`src/rtl/core/plpc_pkg.sv`:
```
`timescale 1ns / 1ps
`default_nettype none
package plpc_pkg;

  localparam int PAGES_DEF      = 16;
  localparam int CHUNK_BITS_DEF = 32;
  localparam int DATA_W         = 32;
  localparam int CMD_W          = 3;
  localparam int PIN_W          = 8;
  localparam int MAXP_W         = 5;
  localparam int APB_AW         = 2;
  localparam int APB_DW         = 32;

  localparam logic [PIN_W-1:0]  PIN_MAX  = 8'd255;
  localparam logic [MAXP_W-1:0] MAXP_RST = 5'd16;

  typedef enum logic [CMD_W-1:0] {
    CMD_READ    = 3'd0,
    CMD_CREATE  = 3'd1,
    CMD_RELEASE = 3'd2,
    CMD_DIRTY   = 3'd3,
    CMD_COMMIT  = 3'd4
  } cmd_e;

  typedef enum logic [1:0] {
    STS_OK      = 2'd0,
    STS_EXISTS  = 2'd1,
    STS_ABSENT  = 2'd2,
    STS_NO_ROOM = 2'd3
  } status_e;

  typedef enum logic {
    KIND_RESP = 1'b0,
    KIND_WB   = 1'b1
  } kind_e;

  typedef enum logic [3:0] {
    S_IDLE,
    S_RD,
    S_CMP,
    S_MISS,
    S_SCAN,
    S_EV,
    S_EVW,
    S_INS,
    S_CM,
    S_CMW,
    S_FLUSH
  } state_e;

  typedef struct packed {
    logic              kind;
    logic [DATA_W-1:0] chunk;
    logic              hit;
    logic [1:0]        status;
    logic              last;
  } res_t;

endpackage
`default_nettype wire

```
`src/rtl/core/plpc_in_if.sv`:
```
`timescale 1ns / 1ps
`default_nettype none
interface plpc_in_if;
  logic                                 valid;
  logic                                 ready;
  logic [plpc_pkg::CMD_W-1:0]           command;
  logic [plpc_pkg::DATA_W-1:0]          chunk;

  modport source (output valid, output command, output chunk, input ready);
  modport sink   (input valid, input command, input chunk, output ready);
endinterface
`default_nettype wire

```
`src/rtl/core/plpc_out_if.sv`:
```
`timescale 1ns / 1ps
`default_nettype none
interface plpc_out_if;
  logic                        valid;
  logic                        ready;
  logic                        kind;
  logic [plpc_pkg::DATA_W-1:0] chunk_out;
  logic                        hit;
  logic [1:0]                  status;
  logic                        last;

  modport source (output valid, output kind, output chunk_out, output hit, output status,
                  output last, input ready);
  modport sink   (input valid, input kind, input chunk_out, input hit, input status,
                  input last, output ready);
endinterface
`default_nettype wire

```
`src/rtl/core/plpc_ram.sv`:
```
`timescale 1ns / 1ps
`default_nettype none
module plpc_ram #(
  parameter int WIDTH = 32,
  parameter int DEPTH = 16
) (
  input  wire logic                     clk_i,
  input  wire logic                     we_i,
  input  wire logic                     re_i,
  input  wire logic [$clog2(DEPTH)-1:0] addr_i,
  input  wire logic [WIDTH-1:0]         wdata_i,
  output logic      [WIDTH-1:0]         rdata_o
);
  logic [WIDTH-1:0] mem_q [DEPTH];

  always_ff @(posedge clk_i) begin
    if (we_i) begin
      mem_q[addr_i] <= wdata_i;
    end
    if (re_i) begin
      rdata_o <= mem_q[addr_i];
    end
  end
endmodule
`default_nettype wire

```
`src/rtl/core/pinned_lru_page_cache_unit.sv`:
```
`timescale 1ns / 1ps
`default_nettype none
// channel   direction  fields
// in_i      sink       command, chunk
// out_o     source     kind, chunk_out, hit, status, last
// apb       slave      max_pages at byte address 0
//
// one item at a time; the tag search reads the tag ram in recency order, a read state
// and a compare state per entry up to the match; an eviction adds a scan for the least
// recent unpinned entry, the eviction itself and, if the entry is dirty, a write-back
// tags live in one single-port ram with registered read; the ram port sets the rate
// reset clears recency order, pins, dirty marks and entry count at once, no sweep
// a stalled output holds the sequencer only when a further item must be produced
module pinned_lru_page_cache_unit #(
  parameter int PAGES      = plpc_pkg::PAGES_DEF,
  parameter int CHUNK_BITS = plpc_pkg::CHUNK_BITS_DEF
) (
  input  wire logic                        clk_i,
  input  wire logic                        rst_ni,
  plpc_in_if.sink                          in_i,
  plpc_out_if.source                       out_o,
  input  wire logic                        psel,
  input  wire logic                        penable,
  input  wire logic                        pwrite,
  input  wire logic [plpc_pkg::APB_AW-1:0] paddr,
  input  wire logic [plpc_pkg::APB_DW-1:0] pwdata,
  output logic      [plpc_pkg::APB_DW-1:0] prdata,
  output logic                             pready
);
  import plpc_pkg::*;

  localparam int PW = $clog2(PAGES);
  localparam int CW = $clog2(PAGES + 1);
  localparam int TW = CHUNK_BITS;

  state_e state_q, state_d;

  logic [CMD_W-1:0]  cmd_q, cmd_d;
  logic [TW-1:0]     chunk_q, chunk_d;
  logic [CW-1:0]     p_q, p_d;
  logic [CW-1:0]     cnt_q, cnt_d;
  logic [PW-1:0]     order_q [PAGES];
  logic [PW-1:0]     order_d [PAGES];
  logic [PIN_W-1:0]  pin_q [PAGES];
  logic [PIN_W-1:0]  pin_d [PAGES];
  logic [PAGES-1:0]  dirty_q, dirty_d;
  logic              ins_pre_q, ins_pre_d;
  logic [MAXP_W-1:0] maxp_q;
  res_t              pend_q, pend_d, out_q, out_d;
  logic              pend_v_q, pend_v_d, out_v_q, out_v_d;

  logic              ram_we, ram_re;
  logic [PW-1:0]     ram_addr;
  logic [TW-1:0]     ram_rdata;

  logic [PW-1:0]     pidx, cidx, ps, cs;
  logic              match, can_push, in_fire, out_free;
  logic [7:0]        lim8;
  logic              ins_over, rem_over;
  logic [TW-1:0]     in_tag;
  logic [DATA_W-1:0] in_back, chunk_back, rdata_back;
  logic              push;
  res_t              push_item;

  plpc_ram #(.WIDTH(TW), .DEPTH(PAGES)) u_tags (
    .clk_i  (clk_i),
    .we_i   (ram_we),
    .re_i   (ram_re),
    .addr_i (ram_addr),
    .wdata_i(chunk_q),
    .rdata_o(ram_rdata)
  );

  always_comb begin
    for (int i = 0; i < TW; i++) begin
      in_tag[i] = (i < DATA_W) ? in_i.chunk[i % DATA_W] : 1'b0;
    end
    for (int i = 0; i < DATA_W; i++) begin
      in_back[i]    = (i < TW) ? in_tag[i % TW] : 1'b0;
      chunk_back[i] = (i < TW) ? chunk_q[i % TW] : 1'b0;
      rdata_back[i] = (i < TW) ? ram_rdata[i % TW] : 1'b0;
    end
  end

  assign pidx     = p_q[PW-1:0];
  assign cidx     = cnt_q[PW-1:0];
  assign ps       = order_q[pidx];
  assign cs       = order_q[cidx];
  assign match    = (ram_rdata == chunk_q);
  assign out_free = !out_v_q || out_o.ready;
  assign can_push = !pend_v_q || out_free;
  assign in_fire  = in_i.valid && in_i.ready;
  assign lim8     = ({3'b000, maxp_q} > 8'(PAGES)) ? 8'(PAGES) : {3'b000, maxp_q};
  assign ins_over = (8'(cnt_q) + 8'd1) > lim8;
  assign rem_over = (8'(cnt_q) - 8'd1) > lim8;

  assign in_i.ready      = (state_q == S_IDLE);
  assign out_o.valid     = out_v_q;
  assign out_o.kind      = out_q.kind;
  assign out_o.chunk_out = out_q.chunk;
  assign out_o.hit       = out_q.hit;
  assign out_o.status    = out_q.status;
  assign out_o.last      = out_q.last;

  assign pready = 1'b1;
  assign prdata = {{(APB_DW-MAXP_W){1'b0}}, maxp_q};

  // single register, paddr is not decoded
  always_ff @(posedge clk_i or negedge rst_ni) begin
    if (!rst_ni) begin
      maxp_q <= MAXP_RST;
    end else if (psel && penable && pwrite) begin
      maxp_q <= pwdata[MAXP_W-1:0];
    end
  end

  // next state
  always_comb begin
    state_d = state_q;
    unique case (state_q)
      S_IDLE: begin
        if (in_fire) begin
          if (in_i.command == CMD_COMMIT) state_d = S_CM;
          else if (in_i.command > CMD_COMMIT) state_d = S_FLUSH;
          else state_d = S_RD;
        end
      end
      S_RD:  state_d = (p_q >= cnt_q) ? S_MISS : S_CMP;
      S_CMP: state_d = match ? S_FLUSH : S_RD;
      S_MISS: begin
        if (cmd_q == CMD_READ || cmd_q == CMD_CREATE) begin
          state_d = (cnt_q == CW'(PAGES)) ? S_SCAN : S_INS;
        end else begin
          state_d = S_FLUSH;
        end
      end
      S_SCAN: begin
        if (pin_q[ps] == '0) state_d = S_EV;
        else if (p_q == '0) state_d = S_FLUSH;
      end
      S_EV: begin
        if (dirty_q[ps]) state_d = S_EVW;
        else if (ins_pre_q) state_d = S_INS;
        else state_d = rem_over ? S_SCAN : S_FLUSH;
      end
      S_EVW: begin
        if (can_push) begin
          if (ins_pre_q) state_d = S_INS;
          else state_d = rem_over ? S_SCAN : S_FLUSH;
        end
      end
      S_INS: state_d = ins_over ? S_SCAN : S_FLUSH;
      S_CM: begin
        if (p_q >= cnt_q) state_d = S_FLUSH;
        else if (dirty_q[ps]) state_d = S_CMW;
      end
      S_CMW:   if (can_push) state_d = S_CM;
      S_FLUSH: if (out_free) state_d = S_IDLE;
      default: state_d = S_IDLE;
    endcase
  end

  // datapath and outputs
  always_comb begin
    logic remove;
    remove    = 1'b0;
    cmd_d     = cmd_q;
    chunk_d   = chunk_q;
    p_d       = p_q;
    cnt_d     = cnt_q;
    order_d   = order_q;
    pin_d     = pin_q;
    dirty_d   = dirty_q;
    ins_pre_d = ins_pre_q;
    ram_we    = 1'b0;
    ram_re    = 1'b0;
    ram_addr  = ps;
    push      = 1'b0;
    push_item = '{kind: KIND_RESP, chunk: chunk_back, hit: 1'b0, status: STS_OK, last: 1'b0};

    unique case (state_q)
      S_IDLE: begin
        if (in_fire) begin
          cmd_d   = in_i.command;
          chunk_d = in_tag;
          p_d     = '0;
          if (in_i.command == CMD_COMMIT) begin
            push            = 1'b1;
            push_item.chunk = '0;
          end else if (in_i.command > CMD_COMMIT) begin
            push            = 1'b1;
            push_item.chunk = in_back;
          end
        end
      end
      S_RD: begin
        if (p_q < cnt_q) ram_re = 1'b1;
      end
      S_CMP: begin
        if (match) begin
          push = 1'b1;
          case (cmd_q)
            CMD_READ: begin
              push_item.hit = 1'b1;
              if (pin_q[ps] != PIN_MAX) pin_d[ps] = pin_q[ps] + PIN_W'(1);
              for (int q = 0; q < PAGES; q++) begin
                if (q == 0) order_d[q] = ps;
                else if (CW'(q) <= p_q) order_d[q] = order_q[(q + PAGES - 1) % PAGES];
              end
            end
            CMD_CREATE: push_item.status = STS_EXISTS;
            CMD_RELEASE: begin
              if (pin_q[ps] != '0) pin_d[ps] = pin_q[ps] - PIN_W'(1);
            end
            default: dirty_d[ps] = 1'b1;
          endcase
        end else begin
          p_d = p_q + CW'(1);
        end
      end
      S_MISS: begin
        if (cmd_q == CMD_READ || cmd_q == CMD_CREATE) begin
          if (cnt_q == CW'(PAGES)) begin
            p_d       = cnt_q - CW'(1);
            ins_pre_d = 1'b1;
          end else begin
            push      = 1'b1;
            ins_pre_d = 1'b0;
          end
        end else begin
          push             = 1'b1;
          push_item.status = STS_ABSENT;
        end
      end
      S_SCAN: begin
        if (pin_q[ps] == '0) begin
          push = ins_pre_q;
        end else if (p_q == '0) begin
          push             = ins_pre_q;
          push_item.status = STS_NO_ROOM;
        end else begin
          p_d = p_q - CW'(1);
        end
      end
      S_EV: begin
        if (dirty_q[ps]) ram_re = 1'b1;
        else remove = 1'b1;
      end
      S_EVW: begin
        if (can_push) begin
          push            = 1'b1;
          push_item.kind  = KIND_WB;
          push_item.chunk = rdata_back;
          remove          = 1'b1;
        end
      end
      S_INS: begin
        ram_we    = 1'b1;
        ram_addr  = cs;
        pin_d[cs] = PIN_W'(1);
        dirty_d[cs] = (cmd_q == CMD_CREATE);
        for (int q = 0; q < PAGES; q++) begin
          if (q == 0) order_d[q] = cs;
          else if (CW'(q) <= cnt_q) order_d[q] = order_q[(q + PAGES - 1) % PAGES];
        end
        cnt_d     = cnt_q + CW'(1);
        p_d       = cnt_q;
        ins_pre_d = 1'b0;
      end
      S_CM: begin
        if (p_q < cnt_q) begin
          if (dirty_q[ps]) ram_re = 1'b1;
          else p_d = p_q + CW'(1);
        end
      end
      S_CMW: begin
        if (can_push) begin
          push            = 1'b1;
          push_item.kind  = KIND_WB;
          push_item.chunk = rdata_back;
          dirty_d[ps]     = 1'b0;
          p_d             = p_q + CW'(1);
        end
      end
      S_FLUSH: ;
      default: ;
    endcase

    if (remove) begin
      for (int q = 0; q < PAGES; q++) begin
        if (CW'(q) >= p_q && CW'(q + 1) < cnt_q) order_d[q] = order_q[(q + 1) % PAGES];
        else if (CW'(q + 1) == cnt_q) order_d[q] = ps;
      end
      dirty_d[ps] = 1'b0;
      cnt_d       = cnt_q - CW'(1);
      p_d         = cnt_q - CW'(2);
    end

    pend_d   = pend_q;
    pend_v_d = pend_v_q;
    out_d    = out_q;
    out_v_d  = out_v_q;
    if (out_v_q && out_o.ready) out_v_d = 1'b0;
    if (push) begin
      if (pend_v_q) begin
        out_d      = pend_q;
        out_d.last = 1'b0;
        out_v_d    = 1'b1;
      end
      pend_d   = push_item;
      pend_v_d = 1'b1;
    end
    if (state_q == S_FLUSH && out_free) begin
      out_d      = pend_q;
      out_d.last = 1'b1;
      out_v_d    = 1'b1;
      pend_v_d   = 1'b0;
    end
  end

  always_ff @(posedge clk_i or negedge rst_ni) begin
    if (!rst_ni) begin
      state_q   <= S_IDLE;
      p_q       <= '0;
      cnt_q     <= '0;
      dirty_q   <= '0;
      ins_pre_q <= 1'b0;
      pend_v_q  <= 1'b0;
      out_v_q   <= 1'b0;
      for (int i = 0; i < PAGES; i++) begin
        order_q[i] <= PW'(i);
        pin_q[i]   <= '0;
      end
    end else begin
      state_q   <= state_d;
      p_q       <= p_d;
      cnt_q     <= cnt_d;
      dirty_q   <= dirty_d;
      ins_pre_q <= ins_pre_d;
      pend_v_q  <= pend_v_d;
      out_v_q   <= out_v_d;
      order_q   <= order_d;
      pin_q     <= pin_d;
    end
  end

  always_ff @(posedge clk_i) begin
    cmd_q   <= cmd_d;
    chunk_q <= chunk_d;
    pend_q  <= pend_d;
    out_q   <= out_d;
  end
endmodule
`default_nettype wire

```
`src/flat_wrapper.sv`:
```
// flat-port wrapper written by rule: the top's interface ports become plain ports
module pinned_lru_page_cache_unit_flat import plpc_pkg::*;
#(
  parameter int PAGES      = plpc_pkg::PAGES_DEF,
  parameter int CHUNK_BITS = plpc_pkg::CHUNK_BITS_DEF
)
  (clk_i, rst_ni, psel, penable, pwrite, paddr, pwdata, prdata, pready, in_i_valid, in_i_command, in_i_chunk, in_i_ready, out_o_valid, out_o_kind, out_o_chunk_out, out_o_hit, out_o_status, out_o_last, out_o_ready);
  plpc_in_if in_i_i ();
  plpc_out_if out_o_i ();
  input  wire logic clk_i;
  input  wire logic rst_ni;
  input  wire logic psel;
  input  wire logic penable;
  input  wire logic pwrite;
  input  wire logic [plpc_pkg::APB_AW-1:0] paddr;
  input  wire logic [plpc_pkg::APB_DW-1:0] pwdata;
  output logic      [plpc_pkg::APB_DW-1:0] prdata;
  output logic pready;
  input wire logic [$bits(in_i_i.valid)-1:0] in_i_valid;
  input wire logic [$bits(in_i_i.command)-1:0] in_i_command;
  input wire logic [$bits(in_i_i.chunk)-1:0] in_i_chunk;
  output wire logic [$bits(in_i_i.ready)-1:0] in_i_ready;
  output wire logic [$bits(out_o_i.valid)-1:0] out_o_valid;
  output wire logic [$bits(out_o_i.kind)-1:0] out_o_kind;
  output wire logic [$bits(out_o_i.chunk_out)-1:0] out_o_chunk_out;
  output wire logic [$bits(out_o_i.hit)-1:0] out_o_hit;
  output wire logic [$bits(out_o_i.status)-1:0] out_o_status;
  output wire logic [$bits(out_o_i.last)-1:0] out_o_last;
  input wire logic [$bits(out_o_i.ready)-1:0] out_o_ready;
  assign in_i_i.valid = in_i_valid;
  assign in_i_i.command = in_i_command;
  assign in_i_i.chunk = in_i_chunk;
  assign in_i_ready = in_i_i.ready;
  assign out_o_valid = out_o_i.valid;
  assign out_o_kind = out_o_i.kind;
  assign out_o_chunk_out = out_o_i.chunk_out;
  assign out_o_hit = out_o_i.hit;
  assign out_o_status = out_o_i.status;
  assign out_o_last = out_o_i.last;
  assign out_o_i.ready = out_o_ready;
  pinned_lru_page_cache_unit #(.PAGES(PAGES), .CHUNK_BITS(CHUNK_BITS)) u_core (.clk_i(clk_i), .rst_ni(rst_ni), .in_i(in_i_i), .out_o(out_o_i), .psel(psel), .penable(penable), .pwrite(pwrite), .paddr(paddr), .pwdata(pwdata), .prdata(prdata), .pready(pready));
endmodule
```
`config.mk`:
```
export PLATFORM = sky130hd
export DESIGN_NAME = pinned_lru_page_cache_unit_flat
export DESIGN_NICKNAME = d
export VERILOG_FILES = /design/src/rtl/core/plpc_pkg.sv /design/src/rtl/core/plpc_in_if.sv /design/src/rtl/core/plpc_out_if.sv /design/src/rtl/core/plpc_ram.sv /design/src/rtl/core/pinned_lru_page_cache_unit.sv /design/src/flat_wrapper.sv
export SDC_FILE = /design/constraint.sdc
export NUM_CORES = 1
export LEC_CHECK = 0
export BUFFER_PORTS_ARGS = -buffer_cell sky130_fd_sc_hd__buf_2
export CELL_PAD_IN_SITES_DETAIL_PLACEMENT = 1
export CELL_PAD_IN_SITES_GLOBAL_PLACEMENT = 1
export CORE_MARGIN = 5
export CORE_UTILIZATION = 45
export CTS_CLUSTER_DIAMETER = 60
export DETAILED_ROUTE_END_ITERATION = 7
export PLACE_DENSITY = 0.77
export SYNTH_ARGS = -nofsm -noshare
export SYNTH_HDL_FRONTEND = slang
export SYNTH_SLANG_ARGS = --single-unit
```
`constraint.sdc`:
```
create_clock -name clk_i -period 13.4 [get_ports clk_i]
set_input_delay 1.34 -clock clk_i [delete_from_list [all_inputs] [get_ports clk_i]]
set_output_delay 1.34 -clock clk_i [all_outputs]
set_load 0.01 [all_outputs]
```
==> out/qor.txt <==
Final Hold Fails: 0
Min Tclk post-route: 6.69 ns
Startpoint types: register
Worst Clk Skew: 0.0352 ns
Total GRT Usage: 26.9%
Predominant post-synthesis flop cell: edfxtp_1
Crit path max-delay family: compound AO/OA/AOI/OAI gates
RSZ-0062 raised after global routing: no
Util after Layout: 50.2%
CTS Hold Bufs: 0
CP cell instances: buf_4 -> mux2i_1 -> a211oi_1 -> a21oi_1 -> a21o_2 -> mux2i_1 -> o22ai_1 -> nor4_2 -> nor4_2 -> a21boi_1 -> o211ai_4 -> buf_4 -> a21oi_4 -> inv_1 -> buf_4
Vias/cell: 6.42
RePlAce Congestion: 0.884
CP max stage cell: a21oi_4
Peak Freq: 149 MHz
Post-CTS Setup Bufs: 0
Top cell by count, worst path: buf_4
Min-delay src: u_core.pin_q[12]
Critical Path AT: 7.06 ns
Bufs on Longest Clock Path: 3
Syn Inst Count: 3552
Combinational power share: 47.0%
Seq cells post-synth: 882
Syn-to-layout area delta: 11.2%
Net Sw Frac: 44.9%
Detailed-route via count: 31000
Root buffer cell: clkbuf_16
Initial Util: 45.1%
GRT overflow: 0
Fin crit share: 49.9%
Reg-to-Reg Start: u_core.p_q[0]
Setup_tns: 0 ns
Register area share after synthesis: 61.6%
Reg2Reg Setup Slack: 6.71 ns
Drt wl/cell: 28.0 µm
Htree depth: 3
Number of distinct library cells after synthesis: 93
Int Power: 6.58 mW
Slew margin rel.: 14.1%
Clock buffer count from CTS: 95
Worst-Margin Slew: 1.29 ns
Residual DRC: 0
WHS Path Cells: 1
Critical path's largest stage delay: 0.86 ns
FFs w/ async S/R, synth: 26.1%
Die ar.: 0.0976 mm²
Crit. End Element: register
HPWL Detailed: 78100 µm
Post-route antenna net violation count: 0
CTS clk-pin slew, worst paths: 0.06 ns
Share of post-route cells with drive strength above 1: 12.3%
Max Slew Vio Count: 0
Total wire length: 135000 µm
# fillers: 9537
Pwr dens: 261 mW/mm²
Post-synth EDFFs: 651
Largest net degree at the start of global routing: 185
Post-CTS sizing: 0
Final setup vio count: 0
Worst Path Class, Setup: register to register
Clock share of power: 21.9%
Outcome: finished, final reports clean
Die Wd: 312 µm
Clock tree from TritonCTS: built
Psw: 5.37 mW
Avg Inst Size Synth: 11.6 µm²
R2R depth: 15
Mapped cell area: 0.0412 mm²
First-pass GRT wire length: 203000 µm
Die height: 312 µm
Nets: 3677
Row cnt: 111
Iteration count of the initial detailed-routing pass: 8
Flop pwr share: 31.1%
Clock Latency Late Sink: 0.68 ns
Hold Crit Class: register to register
Critical path required time: 13.77 ns
IR drop worst, VDD: 0.272 mV
I/O pin total: 148
Bufs and invs on worst path: 4
Register Area: 0.0254 mm²
Initial antenna violation count: 2
Core area: 0.0912 mm²
Pleak: 16.9 nW
Hold worst-path end: u_core.pin_q[12]
DRT iter0 DRCs: 3520
Buffers on Ports: 90
Reported max-cap violation count: 0
Vias in the first global route: 32400
R2R Path End: u_core.out_o.chunk_out[23]
Worst-path fanout max: 39
Yosys warnings: 0
Tot Pwr: 11.9 mW
Clock Sinks: 882
Area taken by multi-input logic gates: 0.0146 mm²
worst max path at each step:
stage	start	to	slack, ns	depth (start not counted)
global route	u_core.p_q[0]	u_core.out_o.chunk_out[23]	6.29	15
finish	u_core.p_q[0]	u_core.out_o.chunk_out[23]	6.71	15
CTS	u_core.p_q[0]	u_core.out_o.chunk_out[30]	6.75	15
global placement	u_core.p_q[0]	u_core.out_o.chunk_out[26]	6.92	15
floorplan	u_core.cnt_q[0]	u_core.pin_q[57]	6.48	10
detailed placement	u_core.p_q[0]	u_core.out_o.chunk_out[26]	6.79	15
cell usage after synthesis (78+ instances only):
library cell	instances	area, µm²
a31oi_1	78	488
o21ai_0	166	831
nand2_1	716	2690
a21oi_1	159	796
edfxtp_1	651	19500
mux2i_1	109	1090
nand3_1	123	616
a22oi_1	79	593
nor2_1	123	462
and3_1	105	657
dfrtp_1	197	4930
clkbuf_1	154	578
metrics by stage:
step           area (µm²)  hold WS, ns  worst slack, ns  cells
4_1_cts             45800        0.488             6.75   4832
5_1_grt             45800        0.498             6.29   4833
3_3_place_gp        42700        0.469             6.92   4657
2_1_floorplan       41300        0.451             6.48   3578
3_5_place_dp        42700        0.470             6.79   4657
6_report            45800        0.484             6.71   4834
cells by family (layout without fill, tap and decap cells):
logic type,Yosys count,in the layout,share of synthesized area [%]
multiplexers,161,161,4.97
adder cells (fa/ha/maj),33,33,1.00
AO/OA/AOI/OAI,868,868,14.3
AND/OR/NAND/NOR,1226,1226,13.3
XOR/XNOR,53,53,1.13
flip-flops,882,882,61.6
buffers and inverters,327,395,3.72
other,2,30,0.0182
cell usage in the layout (no fill, tap or decap), types with 17 or more instances in the layout:
master and n:
nor2b_1 52, o21ai_0 166, a211oi_1 46, inv_1 62
o2bb2ai_1 43, a31oi_1 78, buf_2 89, conb_1 28
a311oi_1 64, nand2_1 716, nor3_1 19, xor2_1 37
nand2b_1 17, o21ai_1 19, dfstp_2 33, ha_1 33
dfrtp_1 197, nor2_1 113, a22oi_1 79, buf_4 63
a21oi_1 154, clkbuf_16 96, clkinv_2 19, a222oi_1 47
clkinv_1 18, nand3_1 122, mux2i_1 108, edfxtp_1 651
and3_1 104, o22ai_1 76, mux4_2 33
power groups by stage:
stage                     Sequential [mW]  Clock [mW]  Combinational [mW]
after global routing                 3.74        2.78                6.00
after detailed placement             3.75           0                5.48
after floorplan                      3.67           0                3.73
final                                3.71        2.62                5.61
after global placement               3.74           0                5.30
after CTS                            3.70        2.64                5.57
worst reg2reg max path: cells and delay by family (launching register included):
family	cells	cell delay, ns
AOI/OAI and AO/OA	7	3.22
muxes	2	0.74
buffers and inverters	4	1.17
DFF	1	0.38
and+or+nand+nor	2	0.86
registers in the layout, indices dropped and copies added (netlist names), 2 cells and up:
signal and cells:
u_core.u_tags.mem_q 512, u_core.pin_q 128, u_core.order_q 64, u_core.pend_q 36
u_core.chunk_back 32, u_core.out_o.chunk_out 32, u_core.u_tags.rdata_o 32, u_core.dirty_q 16
u_core.cnt_q 5, u_core.maxp_q 5, u_core.p_q 5, u_core.state_q 4
u_core.cmd_q 3, u_core.out_o.status 2
final cells by class:
| cell class | count | share of cell area (%) |
|---|---|---|
| diodes | 2 | 0.0109 |
| repair buffers | 154 | 2.08 |
| flip-flops and latches | 882 | 55.4 |
| multi-input cells | 2369 | 32.0 |
| inverters | 66 | 0.541 |
| well taps | 1186 | 3.24 |
| clock inverters | 53 | 1.04 |
| clock buffers | 122 | 5.72 |
per-layer routing:
metal  wire (µm)  track usage [%]  vias to the layer above
li1            -                -                    13300
met1       52800             34.9                    16000
met2       65500             44.5                     1421
met3        9510             4.07                      337
met4        7410             13.3                        0
met5           0                0                        -
(Power assumes the default switching activity.)
